`config.mk`:
```
export PLATFORM = sky130hd
export DESIGN_NAME = tpbp_ram
export DESIGN_NICKNAME = d
export VERILOG_FILES = /design/src/rtl/tpbp_ram.sv
export SDC_FILE = /design/constraint.sdc
export NUM_CORES = 2
export LEC_CHECK = 0
export BUFFER_PORTS_ARGS = -buffer_cell sky130_fd_sc_hd__buf_2
export CAP_MARGIN = 20
export CORE_MARGIN = 2
export CORE_UTILIZATION = 57
export DETAILED_ROUTE_END_ITERATION = 8
export GPL_TIMING_DRIVEN = 0
export HOLD_SLACK_MARGIN = 0.03
export PLACE_DENSITY = 0.81
export SLEW_MARGIN = 20
export SYNTH_ARGS = -nofsm -noshare
export SYNTH_HDL_FRONTEND = slang
export SYNTH_SLANG_ARGS = --single-unit
```
`constraint.sdc`:
```
create_clock -name clk -period 2 [get_ports clk]
set_input_delay 0.2 -clock clk [delete_from_list [all_inputs] [get_ports clk]]
set_output_delay 0.2 -clock clk [all_outputs]
set_load 0.005 [all_outputs]
```
`src/rtl/tpbp_ram.sv`:
```
module tpbp_ram #(
  parameter int WIDTH = 8,
  parameter int DEPTH = 256,
  localparam int AW = $clog2(DEPTH)
) (
  input  logic             clk,
  input  logic             we,
  input  logic [AW-1:0]    waddr,
  input  logic [WIDTH-1:0] wdata,
  input  logic [AW-1:0]    raddr,
  output logic [WIDTH-1:0] rdata
);

  logic [WIDTH-1:0] mem [DEPTH];
  logic [WIDTH-1:0] rdata_r;

  always_ff @(posedge clk) begin
    if (we) begin
      mem[waddr] <= wdata;
    end
    rdata_r <= mem[raddr];
  end

  assign rdata = rdata_r;

endmodule

```
# Word-level counts from Yosys, hierarchy flattened
# Memories as Yosys holds them, arrays and structs flattened. A register that Yosys moved wholly into a read port is not among the register bits.
# Index checks and enable logic that the tools add are counted.
# classes
muxes	2
# op_table
operator	n
$mux 1	2
# word_totals
regBits	0
ram_bits	2048
input_bits	26
out_inout_bits	8
elab_cells	3
memories	1
# mem_list
name	depth	word_bits	read_ports	rd_ports_with_merged_regs	write_ports	line_no	source
mem	256	8	1	1	1	14	logic [WIDTH-1:0] mem [DEPTH];

# Logic depth before layout (Yosys ltp)
# logic_depth
depth_word	2
ltp_mapped	11
depth_no_buf	6

# Least setup slack after synthesis
# No wires, ideal clock.
# synth_path
path_type	input-to-reg
start	input raddr[0]
end	register rdata_r[2] (netlist: rdata[2]), read port of mem
setup_ns	0.131
arrival_time_ns	2.007
required_time_ns	1.869
path_slack_ns	-0.138
cell_stages	9
path_buffers	4
path_cell_list	buf_6 buf_12 buf_8 buf_2 mux4_2 a22oi_1 a21oi_1 nor4_1 nor4_2
# synth_lines
element	line_no	source
from (decl)	10	input logic [AW-1:0] raddr,
to (decl)	15	logic [WIDTH-1:0] rdata_r;

==> flow_summary.ini <==
[die]
die_y_um = 378
dieArea_um2 = 143000
die_w_um = 378
num_rows = 137
coreArea_um2 = 139000
initial_core_util = 0.572
pin_count = 34

[synthesis]
syn-cell-area_um2 = 79600
synth_seq_area_share = 0.775
synth.area.top_cells = edfxtp_1 77%, mux4_2 13%, mux2i_1 1.7%, nor2_1 1.3%, a22oi_1 1.3%
yosysWarnings = 0
syn-num-nets = 3759
synth_top_area_frac = 0.773
synth_cell_type_count = 55
ys.flop_type = edfxtp_1
synth.avg_cell_area_um2 = 21.3
synth_cells = 3733
synth-edff-count = 2048
synth_largest_area_cell = edfxtp_1
yosys_register_bits = 2056
synth_async_sr_flop_share = 0

[sta]
clock_skew_ns = 0.0351
finalSetupViolCount = 179
rsz0062_at_grt = true
timing.final.crit_share = 1.32
slew_violations = 0
period_needed_ns = 2.64
holdWs_ns = 0.157
max_freq_mhz = 378
finalWorstSetupSlack_ns = -0.644
tightestPinTransition_ns = 1.20
slew_headroom = 0.200
hold_violations = 0

[run_status]
violations = setup timing
status = finished, violations left

[hold_path]
whs_endpoint = mem[114][6]$_DFFE_PP_
hp-class = in2reg
hold_start = waddr[4]
hold-path-cell-count = 3

[drt]
drt_iter0_drc = 8677
via_count = 44200
via_per_inst = 7.33
ant_nets = 0
first_pass_iters = 7
totalWireLength_um = 243000
wl_per_cell_um = 40.3
drc = 0

[worst_setup_path]
crit_path_max_fanout = 10
r2r_start = mem[83][6]$_DFFE_PP_
cp_data_arrival_time_ns = 3.30
worstSetupPathType = in2reg
start_kind = input port
crit_path_end_kind = flip-flop
path_buf_inv = 3
crit_slowest_cell = nor4_4
critical_path.startpoint = raddr[3]
slowest_delay_ns = 0.58
path_cells = buf_2 -> buf_2 -> and2_1 -> clkbuf_2 -> a22oi_1 -> a21oi_1 -> nor4_2 -> nor4_4
worstPathRequired_ns = 2.65
crit_top_cell = buf_2
path_delay_family = simple AND/OR/NAND/NOR gates
r2r_cells = 6
reg2reg_to = rdata[6]$_DFF_P_
r2r_slack_ns = -0.60

[placed_design]
dp_hpwl_um = 149000
post-place-ws_ns = -2.81
numPortBuffers = 26
gp_congestion = 0.985

[clock_network]
clock_latency_ns = 0.85
clockRootBuffer = clkbuf_16
cts_htree_levels = 4
clock-sinks = 2056
clock_path_buffers = 3
cts_buffers = 193
cts.clk_slew.worst_paths_ns = 0.07
cts_tree = yes

[global_route]
overflow = 0
grt_max_degree = 146
grt_pass1_wl_um = 331000
grt_usage = 0.341
grt_pass1_vias = 43300
grt_antenna_before_repair = 17

[job]
maxCapViolCount = 0

[final_layout]
nFillCells = 8147
multi_input_area_um2 = 18300
drive_above_1_share = 0.305
area_delta_synth_final_pct = 15.1
final_cell_mix = 2,048 x edfxtp_1, 454 x mux4_2, 199 x clkbuf_16
final_net_count = 4010
final_common_cell = edfxtp_1
regArea_um2 = 61700

[pwr]
powerDensity_nw_per_um2 = 983
leakagePower_nw = 28.1
ir_worst_vdd_uv = 952
## flip-flops by register name, summed over array words and instances (netlist names)
name and cells:
rdata 8, mem 2048
## metal layers
layer / vias up / share of wire / track usage
met3: 1066 / 0.17 / 0.145
met1: 22300 / 0.30 / 0.415
met2: 4593 / 0.45 / 0.503
met5: - / 0.00074 / 0.00515
met4: 14 / 0.074 / 0.223
li1: 16300 / - / -
## power breakdown
group	leakage, nW	total (W)	switching [W]	internal, W
sequential	18.5	0.0475	0.0000408	0.0475
combinational	6.57	0.00568	0.00386	0.00182
clock	3.03	0.0368	0.0162	0.0206
## tightest hold or removal path, cell delays in order
cell	delay (ns)
buf_2	0.16
nand3_2	0.31
nor2_4	0.13
## per-stage QoR
step           total power (W)  std cells  utilization  TNS (ns)  area [um^2]
6_report                0.0900       6037        0.659    -10.75        91600
5_1_grt                 0.0913       6020        0.658     -3.59        91500
4_1_cts                 0.0893       6016        0.654     -4.33        90900
3_5_place_dp            0.0533       5654        0.597  -1919.96        83000
3_3_place_gp            0.0532       5635        0.592  -6536.32        82300
2_1_floorplan           0.0508       3733            -     -3.33        79800
## area by class of cell
type	count	share of cell area
Sequential cell	2056	0.673
Timing Repair Buffer	58	0.00937
Clock inverter	114	0.0115
Inverter	2	0.0000957
Clock buffer	238	0.0566
Buffer	231	0.0224
Tap cell	1876	0.0256
Multi-Input combinational cell	1442	0.200
Antenna cell	20	0.000547
## Yosys cell counts, drive strengths merged, types with 12 or more instances
| cell | number |
|---|---|
| edfxtp | 2048 |
| mux4 | 456 |
| mux2i | 134 |
| a21oi | 96 |
| clkbuf | 111 |
| o221ai | 47 |
| nor3 | 22 |
| o21ai | 12 |
| a22oi | 133 |
| a211oi | 16 |
| nand3 | 34 |
| a221oi | 14 |
| nor2b | 31 |
| nor2 | 282 |
| buf | 122 |
| o22ai | 28 |
| nor4 | 27 |
| nand2 | 33 |
## cell families after synthesis
| logic type | Yosys count | share of synthesized area |
|---|---|---|
| AO/OA/AOI/OAI | 385 | 0.0342 |
| flip-flops | 2056 | 0.775 |
| multiplexers | 591 | 0.146 |
| AND/OR/NAND/NOR | 466 | 0.0263 |
| buffers and inverters | 235 | 0.0183 |
## timing repair
action,in CTS,in global routing
endpoints found under the hold margin,470,0
hold buffers,8,0
endpoints found under the setup margin,1340,1021
pin swaps,27,23
buffers inserted,3,0
gates resized for setup,436,166
## worst max-delay path by stage
| stage | endpoint | cells past startpoint | slack (ns) |
|---|---|---|---|
| global placement | rdata[4]$_DFF_P_ | 9 | -3.03 |
| global route | rdata[6]$_DFF_P_ | 6 | -0.51 |
| finish | rdata[5]$_DFF_P_ | 8 | -0.64 |
| detailed placement | rdata[1]$_DFF_P_ | 10 | -2.81 |
| CTS | rdata[3]$_DFF_P_ | 6 | -0.43 |
| floorplan | rdata[0]$_DFF_P_ | 9 | -0.02 |
No activity file was read; power rests on OpenSTA's default activity.
