**src/rtl/tpbp_pkg.sv**
```systemverilog
package tpbp_pkg;

  localparam int TPBP_BLOCK_BYTES = 65536;

  localparam logic [1:0] ACT_STORE   = 2'd0;
  localparam logic [1:0] ACT_BEGIN   = 2'd1;
  localparam logic [1:0] ACT_ADVANCE = 2'd2;

  localparam logic [31:0] TAG_PULS = 32'h534C5550;
  localparam logic [31:0] TAG_PAUS = 32'h53554150;
  localparam logic [31:0] TAG_DATA = 32'h41544144;

  localparam logic [16:0] POS_LIMIT = 17'h10000;

  typedef enum logic [1:0] {
    MODE_IDLE = 2'd0,
    MODE_PULS = 2'd1,
    MODE_PAUS = 2'd2,
    MODE_DATA = 2'd3
  } mode_t;

  typedef struct packed {
    logic [1:0]  action;
    logic [15:0] byte_index;
    logic [7:0]  byte_value;
    logic [23:0] ticks;
  } in_t;

  typedef struct packed {
    logic        tape_level;
    logic [23:0] leftover_ticks;
    logic        needs_block;
  } out_t;

endpackage

```
**src/rtl/tpbp_sub.sv**
```systemverilog
module tpbp_sub import tpbp_pkg::*; (
  input  logic [31:0] a,
  input  logic [31:0] b,
  output logic [31:0] diff,
  output logic        gt
);

  logic [32:0] full;

  assign full = {1'b0, a} - {1'b0, b};
  assign diff = full[31:0];
  assign gt   = !full[32] && (full[31:0] != 32'd0);

endmodule
```
**config.mk**
```make
export PLATFORM = sky130hd
export DESIGN_NAME = tpbp_sub
export DESIGN_NICKNAME = d
export VERILOG_FILES = /design/src/rtl/tpbp_pkg.sv /design/src/rtl/tpbp_sub.sv
export SDC_FILE = /design/constraint.sdc
export NUM_CORES = 1
export LEC_CHECK = 0
export ABC_AREA = 0
export BUFFER_PORTS_ARGS = -buffer_cell sky130_fd_sc_hd__buf_2
export CAP_MARGIN = 25
export CORE_AREA = 2 2 95 97
export DETAILED_ROUTE_END_ITERATION = 16
export DIE_AREA = 0 0 97 99
export PLACE_DENSITY = 0.61
export SLEW_MARGIN = 15
export SYNTH_ARGS = -nofsm -noshare
export SYNTH_HDL_FRONTEND = slang
export SYNTH_SLANG_ARGS = --single-unit
```
**constraint.sdc**
```tcl
create_clock -name vclk -period 3.8
set_input_delay 0.76 -clock vclk [all_inputs]
set_output_delay 0.76 -clock vclk [all_outputs]
set_load 0.02 [all_outputs]
```
== Word-level counts from Yosys, hierarchy flattened ==
Index checks and enable logic that the tools add are counted.
Cells by class
  add/subtract/negate cells: 1
  $mul: 0
  div/mod/pow operators: 0
  $lt $le $gt $ge: 0
  eq/ne operators: 0
  shifts and indexed selects: 0
  muxes and demuxes: 0
  bitwise operators: 0
  reduce and logical (&&, ||, !) cells: 3
Operator list (number)
  32-bit by 32-bit subtractor with 33-bit output: 1
  32-bit nonzero test: 1
  1-bit logical AND: 1
  1-bit zero test: 1
Storage, ports and cells
  register bits: 0
  bits in latches: 0
  RAM bits: 0
  ROM bits: 0
  bits of input ports: 64
  output and inout port bits: 33
  word-level logic and storage cells: 4
  memories: 0

== Logic depth before layout (Yosys ltp) ==
Gate-level depths: netlist of the first run.
  word-level depth: 3
  mapped depth: 12
  depth with buffers taken out: 12

== Worst setup path after synthesis of the first run ==
Ideal clock, no wire load.
  path kind: in2out
  from: input port a[0]
  to: output port gt
  data arrival time: 3.591 ns
  required time: 3.040 ns
  path slack: -0.551 ns
  stages: 12
  path buffers: 0
  cells stage by stage: inv_1 -> ha_1 -> fa_1 -> nor2b_2 -> o2111ai_1 -> a21o_1 -> a211oi_2 -> o41ai_1 -> nor3b_1 -> or4_4 -> nor4_2 -> a21oi_1
Between the ends
  longest elaborated chain between the ends: 3
  elaborated cells on any way between the ends: 4
  classes of those cells: 1 x add/sub; 3 x reduce/logical
Ends and longest elaborated chain
  from (decl): RTL line tpbp_sub.sv:2  | input logic [31:0] a,
  32-bit by 32-bit subtractor with 33-bit output: RTL line tpbp_sub.sv:10  | assign full = {1'b0, a} - {1'b0, b};
  named net diff[30]: RTL line tpbp_sub.sv:4  | output logic [31:0] diff,
  32-bit nonzero test: RTL line tpbp_sub.sv:12  | assign gt = !full[32] && (full[31:0] != 32'd0);
  1-bit logical AND: RTL line tpbp_sub.sv:12
  to (decl): RTL line tpbp_sub.sv:5  | output logic gt
The timed path passes the listed nets, and every way through them passes these cells.

== Final worst setup path of the first run ==
  from: input port b[0]
  to: output port gt
Between the ends
  longest elaborated chain between the ends: 3
  elaborated cells on any way between the ends: 4
  classes of those cells: 1 x add/sub; 3 x reduce/logical
Ends and longest elaborated chain
  from (decl): RTL line tpbp_sub.sv:3  | input logic [31:0] b,
  32-bit by 32-bit subtractor with 33-bit output (*): RTL line tpbp_sub.sv:10
  32-bit nonzero test / 1-bit zero test (equally long branches): RTL line tpbp_sub.sv:12
  1-bit logical AND (*): RTL line tpbp_sub.sv:12
Mark *: on every way between the ends. The rest lies on a longest branch, timed or not.

==> impl_metrics.csv, run 1 <==
group,metric,value,unit
sta,setup_ws,-0.706,ns
critical_path,crit_path_start,"b[0]",
yosys,synth-simple-area-share,0.277,
sta,hold_slack,2.03,ns
route,drt_iter0_drc,114,
layout,layout_common_cells,"151 x buf_4, 77 x buf_2, 46 x inv_1, 24 x buf_6",
route,drc_errors,0,
route,via_per_inst,5.29,
route,avgRoutedWirePerCell,14.4,um
sta,fin_crit,4.51,ns
clock_tree,holdBufCountCts,0,
sta,final-setup-viol-count,6,
global_routing,grt_max_degree,12,
outcome,outcome,"finished, violations left",
pwr,p_per_area,225,mW/mm^2
yosys,synth.mux.area_fraction,0.0208,
global_routing,grt_pass1_wl,17.0,mm
critical_path,arrival,3.75,ns
pwr,ir_drop,0.139,mV
route,wirelength,10.4,mm
yosys,ys_warn_count,0,
global_routing,antenna_found_initial,0,
sta,max_freq,222,MHz
worst_hold_path,min_path_cells,5,
global_routing,grt_usage,0.206,
yosys,synth_xor_area_frac,0.0486,
layout,seq_cells,0,
critical_path,path_class,"in -> out",
floorplan,die_x,97,um
route,vias,3832,
route,antenna_left,0,
pwr,power.total,0.00108,W
placed_design,place_area,0.00413,mm^2
critical_path,crit_slowest_cell,"or4_4",
global_routing,grt_overflow_total,0,
layout,regArea,0,um^2
yosys,synth.avg_cell_area,6.64,um^2
sta,slew_headroom,0.678,
floorplan,start_util,0.295,
critical_path,end_kind,"primary output",
critical_path,crit_buf_inv,3,
floorplan,die_h,99,um
worst_hold_path,hold_path_class,"in -> out",
yosys,ys_types,73,
placed_design,placement.io_buffers,97,
sta,rsz0062_at_grt,"true",
placed_design,gp_congestion,0.969,
yosys,syn-cell-area,0.00252,mm^2
critical_path,cp_max_fo,3,
floorplan,fp-row-count,34,
yosys,ys_seq_area_frac,0,
sta,slew_violations,0,
yosys,synth_top_family_by_area,"compound AO/OA/AOI/OAI gates",
worst_hold_path,min_from,"a[31]",
yosys,synth_compound_gate_area_share,0.380,
layout,antennaDiodeCount,0,
route,first_pass_iters,4,
outcome,violations,"negative setup slack",
sta,hold_viol,0,
yosys,synth_cells,380,
critical_path,crit_required,3.04,ns
floorplan,dieArea,0.00960,mm^2
critical_path,startpoint_type,"input port",
sta,min_period_over_period,1.19,
floorplan,core_area,0.00855,mm^2
job,cap_viol_max_count,0,
critical_path,cp_slowest_stage_delay,0.57,ns
critical_path,cpLargestDelayFamily,"simple AND/OR/NAND/NOR gates",
critical_path,worstPathCellList,"buf_8 -> ha_4 -> fa_2 -> nor2b_4 -> o2111ai_4 -> a21o_1 -> buf_6 -> a21o_1 -> a311o_1 -> or4_4 -> nor4_4 -> a21oi_2 -> buf_4",
placed_design,post-dp-hpwl,8.51,mm
global_routing,grt_pass1_vias,3885,
layout,nNetsFinal,715,
yosys,synth_fp_nets,477,
layout,final_area,0.00478,mm^2
critical_path,path_common_cell,"a21o_1",
layout,layout_commonest_cell,"buf_4",
placed_design,place_worst_setup_slack,-0.726,ns
yosys,synth-adder-area-share,0.167,
floorplan,io_pins,97,
layout,postLayoutCoreUtil,0.559,
sta,worst_pin_slew,0.480,ns
worst_hold_path,worstHoldEndpoint,"gt",
layout,drive_gt1_frac,0.536,
layout,clkbuf_count,0,
pwr,p_leak,2.41,nW
layout,area_growth,89.3,%
## cells in the mapped netlist, types with 3 or more instances
cell	instances	share of area
o21a_1	3	0.0089
xor2_1	6	0.021
nand3_1	20	0.040
mux2i_1	3	0.012
nor4_1	3	0.0074
a211oi_1	11	0.033
buf_2	8	0.016
nand2b_1	4	0.0099
nand3b_1	3	0.0089
nor3_1	11	0.022
o22ai_1	3	0.0074
o2111ai_1	4	0.014
nand4_1	8	0.020
xnor2_1	8	0.028
a21oi_1	31	0.061
o21ai_0	17	0.034
nor2_1	24	0.036
and3_1	5	0.012
a31oi_1	3	0.0074
and2_1	9	0.022
o21bai_1	4	0.012
or3_1	4	0.0099
a21o_1	15	0.045
ha_1	32	0.16
clkbuf_1	7	0.010
nand2_1	20	0.030
inv_1	51	0.076
## cells by family after synthesis
family | count (synthesis)
fa+ha+maj | 33
mux | 5
xor+xnor | 14
buf+inv | 68
compound gates | 132
simple gates | 128
## power by group
group	leakage [nW]	internal, W	switching [W]
registers	0	0	0
logic	2.41	0.000539	0.000536
clock network	0	0	0
## worst max-delay path by stage
stage	slack, ns	depth (start not counted)	endpoint
2_1_floorplan	-0.30	12	gt
3_3_place_gp	-0.82	13	gt
3_5_place_dp	-0.73	13	gt
4_1_cts	-0.63	13	gt
5_1_grt	-0.78	13	gt
6_report	-0.71	13	gt
## stage by stage
step / TNS [ns] / std cells
final: -1.66 / 724
after global routing: -2.37 / 724
after CTS: -1.56 / 722
after detailed placement: -1.87 / 706
after global placement: -1.85 / 706
after floorplan: -0.297 / 380
## routing by layer
layer  vias to the layer above  track usage  wire, um  part of all wire
met5                         -            0         0                 0
met4                         0       0.0758       423             0.041
li1                       1886            -         -                 -
met1                      1762        0.231      4060              0.39
met2                       153        0.407      5340              0.51
met3                        31       0.0121       585             0.056
## final cells by class
cell class	count	area [um^2]
fillers	834	3770
inverters	51	196
multi-input cells	312	2640
well taps	108	135
repair buffers	253	1800
## what timing repair did
item / 4_1_cts / 5_1_grt
endpoints found under the setup margin: 12 / 16
gates cloned: 0 / 0
buffers inserted: 17 / 7
gates resized for setup: 72 / 48
hold endpoints to repair: 0 / 0
pin swaps: 32 / 25
No activity file was read; power rests on OpenSTA's default activity.
==> run 2: changes to the inputs <==
--- a/config.mk
+++ b/config.mk
@@ -12,6 +12,7 @@
 export DETAILED_ROUTE_END_ITERATION = 16
 export DIE_AREA = 0 0 97 99
 export PLACE_DENSITY = 0.61
+export SETUP_SLACK_MARGIN = 0.05
 export SLEW_MARGIN = 15
 export SYNTH_ARGS = -nofsm -noshare
 export SYNTH_HDL_FRONTEND = slang
==> impl_metrics.csv, run 2 (same netlist as run 1, synthesis figures left out) <==
group,metric,value,unit
outcome,outcome,"finished, violations left",
outcome,violations,"negative setup slack",
floorplan,fp-row-count,34,
global_routing,grt_usage,0.205,
route,drt_iter0_drc,137,
route,via_per_inst,5.28,
route,wirelength,10.8,mm
route,first_pass_iters,4,
clock_tree,holdBufCountCts,0,
floorplan,io_pins,97,
layout,multi_input_area,0.00272,mm^2
layout,clkbuf_count,0,
sta,worst_pin_slew,0.414,ns
critical_path,startpoint_type,"input port",
placed_design,gp_congestion,0.955,
critical_path,cpLargestDelayFamily,"compound AO/OA/AOI/OAI gates",
route,drc_errors,0,
layout,layout_common_cells,"144 x buf_4, 77 x buf_2, 48 x inv_1, 29 x buf_6",
floorplan,die_h,99,um
critical_path,worstPathCellList,"buf_2 -> inv_1 -> ha_4 -> nand2_2 -> a211o_1 -> a211o_2 -> buf_6 -> a21o_1 -> a21oi_4 -> xnor2_2 -> or4_4 -> nor4_4 -> a21oi_2 -> buf_4",
critical_path,crit_slowest_cell,"or4_4",
pwr,comb_power_share,1.000,
pwr,pwr-share-seq,0,
pwr,ir_drop,0.136,mV
placed_design,dp.cells,703,
pwr,p_per_area,228,mW/mm^2
placed_design,place_worst_setup_slack,-0.865,ns
layout,drive_gt1_frac,0.534,
layout,final_area,0.00486,mm^2
layout,seq_cells,0,
layout,regArea,0,um^2
sta,setup_ws,-0.589,ns
floorplan,dieArea,0.00960,mm^2
sta,slew_violations,0,
floorplan,start_util,0.295,
layout,nNetsFinal,713,
sta,rsz0062_at_grt,"true",
layout,instances_no_fill,722,
pwr,switching_share,0.505,
sta,slew_headroom,0.721,
floorplan,core_area,0.00855,mm^2
worst_hold_path,hold_path_class,"in -> out",
layout,layout_commonest_cell,"buf_4",
critical_path,arrival,3.63,ns
global_routing,grt_overflow_total,0,
layout,antennaDiodeCount,0,
placed_design,placement.io_buffers,97,
critical_path,cp.depth,14,
sta,fin_crit,4.39,ns
worst_hold_path,min_path_cells,5,
global_routing,grt_pass1_vias,3786,
sta,max_freq,228,MHz
placed_design,place_area,0.00411,mm^2
pwr,p_int,0.000548,W
pwr,p_sw,0.000558,W
pwr,clkPwrFrac,0,
global_routing,grt_pass1_wl,17.0,mm
sta,min_period_over_period,1.16,
critical_path,end_kind,"primary output",
pwr,p_leak,2.43,nW
critical_path,cp_max_fo,3,
layout,nFillCells,829,
critical_path,crit_required,3.04,ns
job,cap_viol_max_count,0,
route,vias,3811,
sta,hold_viol,0,
critical_path,path_class,"in -> out",
floorplan,die_x,97,um
sta,final-setup-viol-count,8,
critical_path,crit_buf_inv,4,
global_routing,antenna_found_initial,0,
route,antenna_left,0,
route,avgRoutedWirePerCell,14.9,um
placed_design,post-dp-hpwl,8.37,mm
global_routing,grt_max_degree,12,
layout,area_growth,92.5,%
critical_path,cp_slowest_stage_delay,0.54,ns
[run 2: cell count changes in the layout (fill, tap and decap cells not counted), sizes merged]
cell,before,now
buf,253,251
[run 2: tightest hold or removal path, cell delays in order]
cell and delay, ns:
buf_6 0.08, ha_4 0.11, inv_1 0.04, buf_4 0.13, buf_2 0.15
[run 2: what timing repair did]
| action | CTS | global route |
|---|---|---|
| setup endpoints to repair | 12 | 18 |
| pin swaps | 32 | 33 |
| setup buffers | 14 | 7 |
| cloned | 0 | 0 |
| gates resized for setup | 64 | 65 |
[run 2: worst paths after layout]
path	start	to	slack (ns)
setup / recovery	b[3]	gt	-0.59
hold / removal	b[0]	diff[0]	2.03
[run 2: metrics by stage]
stage                     TNS [ns]  utilization  total power [W]  hold WS, ns
after floorplan             -0.297            -         0.000478         1.71
after global placement       -1.96        0.481         0.000881         2.03
after detailed placement     -2.34        0.481         0.000892         2.04
after CTS                    -1.26        0.530          0.00100         2.03
after global routing         -2.42        0.568          0.00118         2.05
final                        -1.58        0.568          0.00111         2.03
[run 2: power groups by stage]
stage	Sequential (W)	Clock, W	Combinational [W]
floorplan	0	0	0.000478
global placement	0	0	0.000881
detailed placement	0	0	0.000892
CTS	0	0	0.00100
global route	0	0	0.00118
finish	0	0	0.00111
[run 2: final cells by class]
class                           instances  share of cell area
Multi-Input combinational cell        312               0.560
Timing Repair Buffer                  251               0.372
Inverter                               51              0.0404
Tap cell                              108              0.0278
[run 2: routing by layer]
layer	vias up	GRT usage	part of all wire
li1	1880	-	-
met1	1743	0.235	0.39
met2	150	0.410	0.52
met3	38	0.0113	0.046
met4	0	0.0553	0.042
met5	-	0	0
==> run 3: changes to the inputs <==
--- a/config.mk
+++ b/config.mk
@@ -12,6 +12,7 @@
 export DETAILED_ROUTE_END_ITERATION = 16
 export DIE_AREA = 0 0 97 99
 export PLACE_DENSITY = 0.61
+export RECOVER_POWER = 25
 export SETUP_SLACK_MARGIN = 0.05
 export SLEW_MARGIN = 15
 export SYNTH_ARGS = -nofsm -noshare
==> impl_metrics.csv, run 3 (same netlist as run 1, synthesis figures left out) <==
group,metric,value,unit
outcome,outcome,"finished, violations left",
outcome,violations,"negative setup slack",
critical_path,worstPathCellList,"buf_2 -> inv_1 -> ha_4 -> nand2_2 -> a211o_1 -> a211o_2 -> buf_6 -> a21o_1 -> a21oi_4 -> xnor2_2 -> or4_4 -> nor4_4 -> a21oi_2 -> buf_4",
floorplan,fp-row-count,34,
sta,max_freq,228,MHz
job,cap_viol_max_count,0,
worst_hold_path,min_path_cells,5,
sta,setup_ws,-0.590,ns
layout,nFillCells,832,
route,drc_errors,0,
placed_design,post-dp-hpwl,8.37,mm
critical_path,crit_buf_inv,4,
global_routing,grt_pass1_vias,3786,
floorplan,core_area,0.00855,mm^2
pwr,p_per_area,228,mW/mm^2
sta,fin_setup_tns,-1.57,ns
global_routing,grt_overflow_total,0,
critical_path,crit_slowest_cell,"or4_4",
route,antenna_left,0,
sta,final-setup-viol-count,8,
placed_design,placement.io_buffers,97,
sta,worst_pin_slew,0.414,ns
worst_hold_path,worstHoldEndpoint,"diff[0]",
critical_path,crit_required,3.04,ns
critical_path,path_class,"in -> out",
global_routing,antenna_found_initial,0,
pwr,ir_drop,0.136,mV
global_routing,grt_pass1_wl,17.0,mm
critical_path,crit_path_start,"b[3]",
global_routing,grt_usage,0.205,
route,first_pass_iters,4,
layout,layout_commonest_cell,"buf_4",
layout,layout_common_cells,"144 x buf_4, 73 x buf_2, 48 x inv_1, 29 x buf_6",
layout,area_growth,92.3,%
layout,nNetsFinal,713,
critical_path,cp_slowest_stage_delay,0.54,ns
placed_design,gp_congestion,0.955,
sta,min_period_over_period,1.16,
global_routing,grt_max_degree,12,
route,vias,3816,
sta,hold_viol,0,
critical_path,cpLargestDelayFamily,"compound AO/OA/AOI/OAI gates",
layout,drive_gt1_frac,0.528,
sta,slew_headroom,0.721,
critical_path,startpoint_type,"input port",
layout,postLayoutCoreUtil,0.568,
floorplan,dieArea,0.00960,mm^2
floorplan,start_util,0.295,
layout,regArea,0,um^2
sta,fin_crit,4.39,ns
route,wirelength,10.8,mm
route,drt_iter0_drc,130,
layout,clkbuf_count,0,
route,avgRoutedWirePerCell,14.9,um
pwr,p_leak,2.42,nW
sta,rsz0062_at_grt,"true",
worst_hold_path,hold_path_class,"in -> out",
floorplan,die_h,99,um
route,via_per_inst,5.29,
worst_hold_path,min_from,"b[0]",
critical_path,cp_max_fo,3,
sta,slew_violations,0,
critical_path,end_kind,"primary output",
floorplan,io_pins,97,
floorplan,die_x,97,um
layout,seq_cells,0,
critical_path,cp.depth,14,
critical_path,arrival,3.63,ns
layout,antennaDiodeCount,0,
==> run 3: final cells by class <==
type	count	area [um^2]	share of cell area
repair buffers	251	1800	0.371
multi-input cells	312	2720	0.560
inverters	51	196	0.0405
well taps	108	135	0.0278
==> run 3: worst max path at each step <==
stage	to	slack (ns)
floorplan	gt	-0.30
global placement	gt	-0.79
detailed placement	gt	-0.87
CTS	gt	-0.55
global route	gt	-0.68
finish	gt	-0.59
==> run 3: through the flow <==
step                worst slack (ns)  total power (W)  instance area [um^2]  hold slack [ns]  instances
floorplan                     -0.297         0.000478                  2560             1.71        380
global placement              -0.790         0.000881                  4110             2.03        703
detailed placement            -0.865         0.000892                  4110             2.04        703
CTS                           -0.546          0.00100                  4530             2.03        717
global route                  -0.678          0.00118                  4850             2.06        722
finish                        -0.590          0.00110                  4850             2.04        722
==> run 3: layer usage <==
metal,GRT usage,vias up,share of wire,routed length (um)
li1,-,1880,-,-
met1,0.235,1748,0.39,4220
met2,0.410,150,0.52,5590
met3,0.0113,38,0.046,494
met4,0.0553,0,0.042,455
met5,0,-,0,0
==> run 3: what timing repair did <==
action | CTS | global route
buffers inserted | 14 | 7
pin swaps | 32 | 33
gates resized for setup | 64 | 65
hold buffers | 0 | 0
endpoints found under the setup margin | 12 | 18
==> run 3: power breakdown <==
part           switching, W  internal, W  total (W)
sequential                0            0          0
combinational      0.000559     0.000546    0.00110
clock                     0            0          0
total              0.000559     0.000546    0.00110
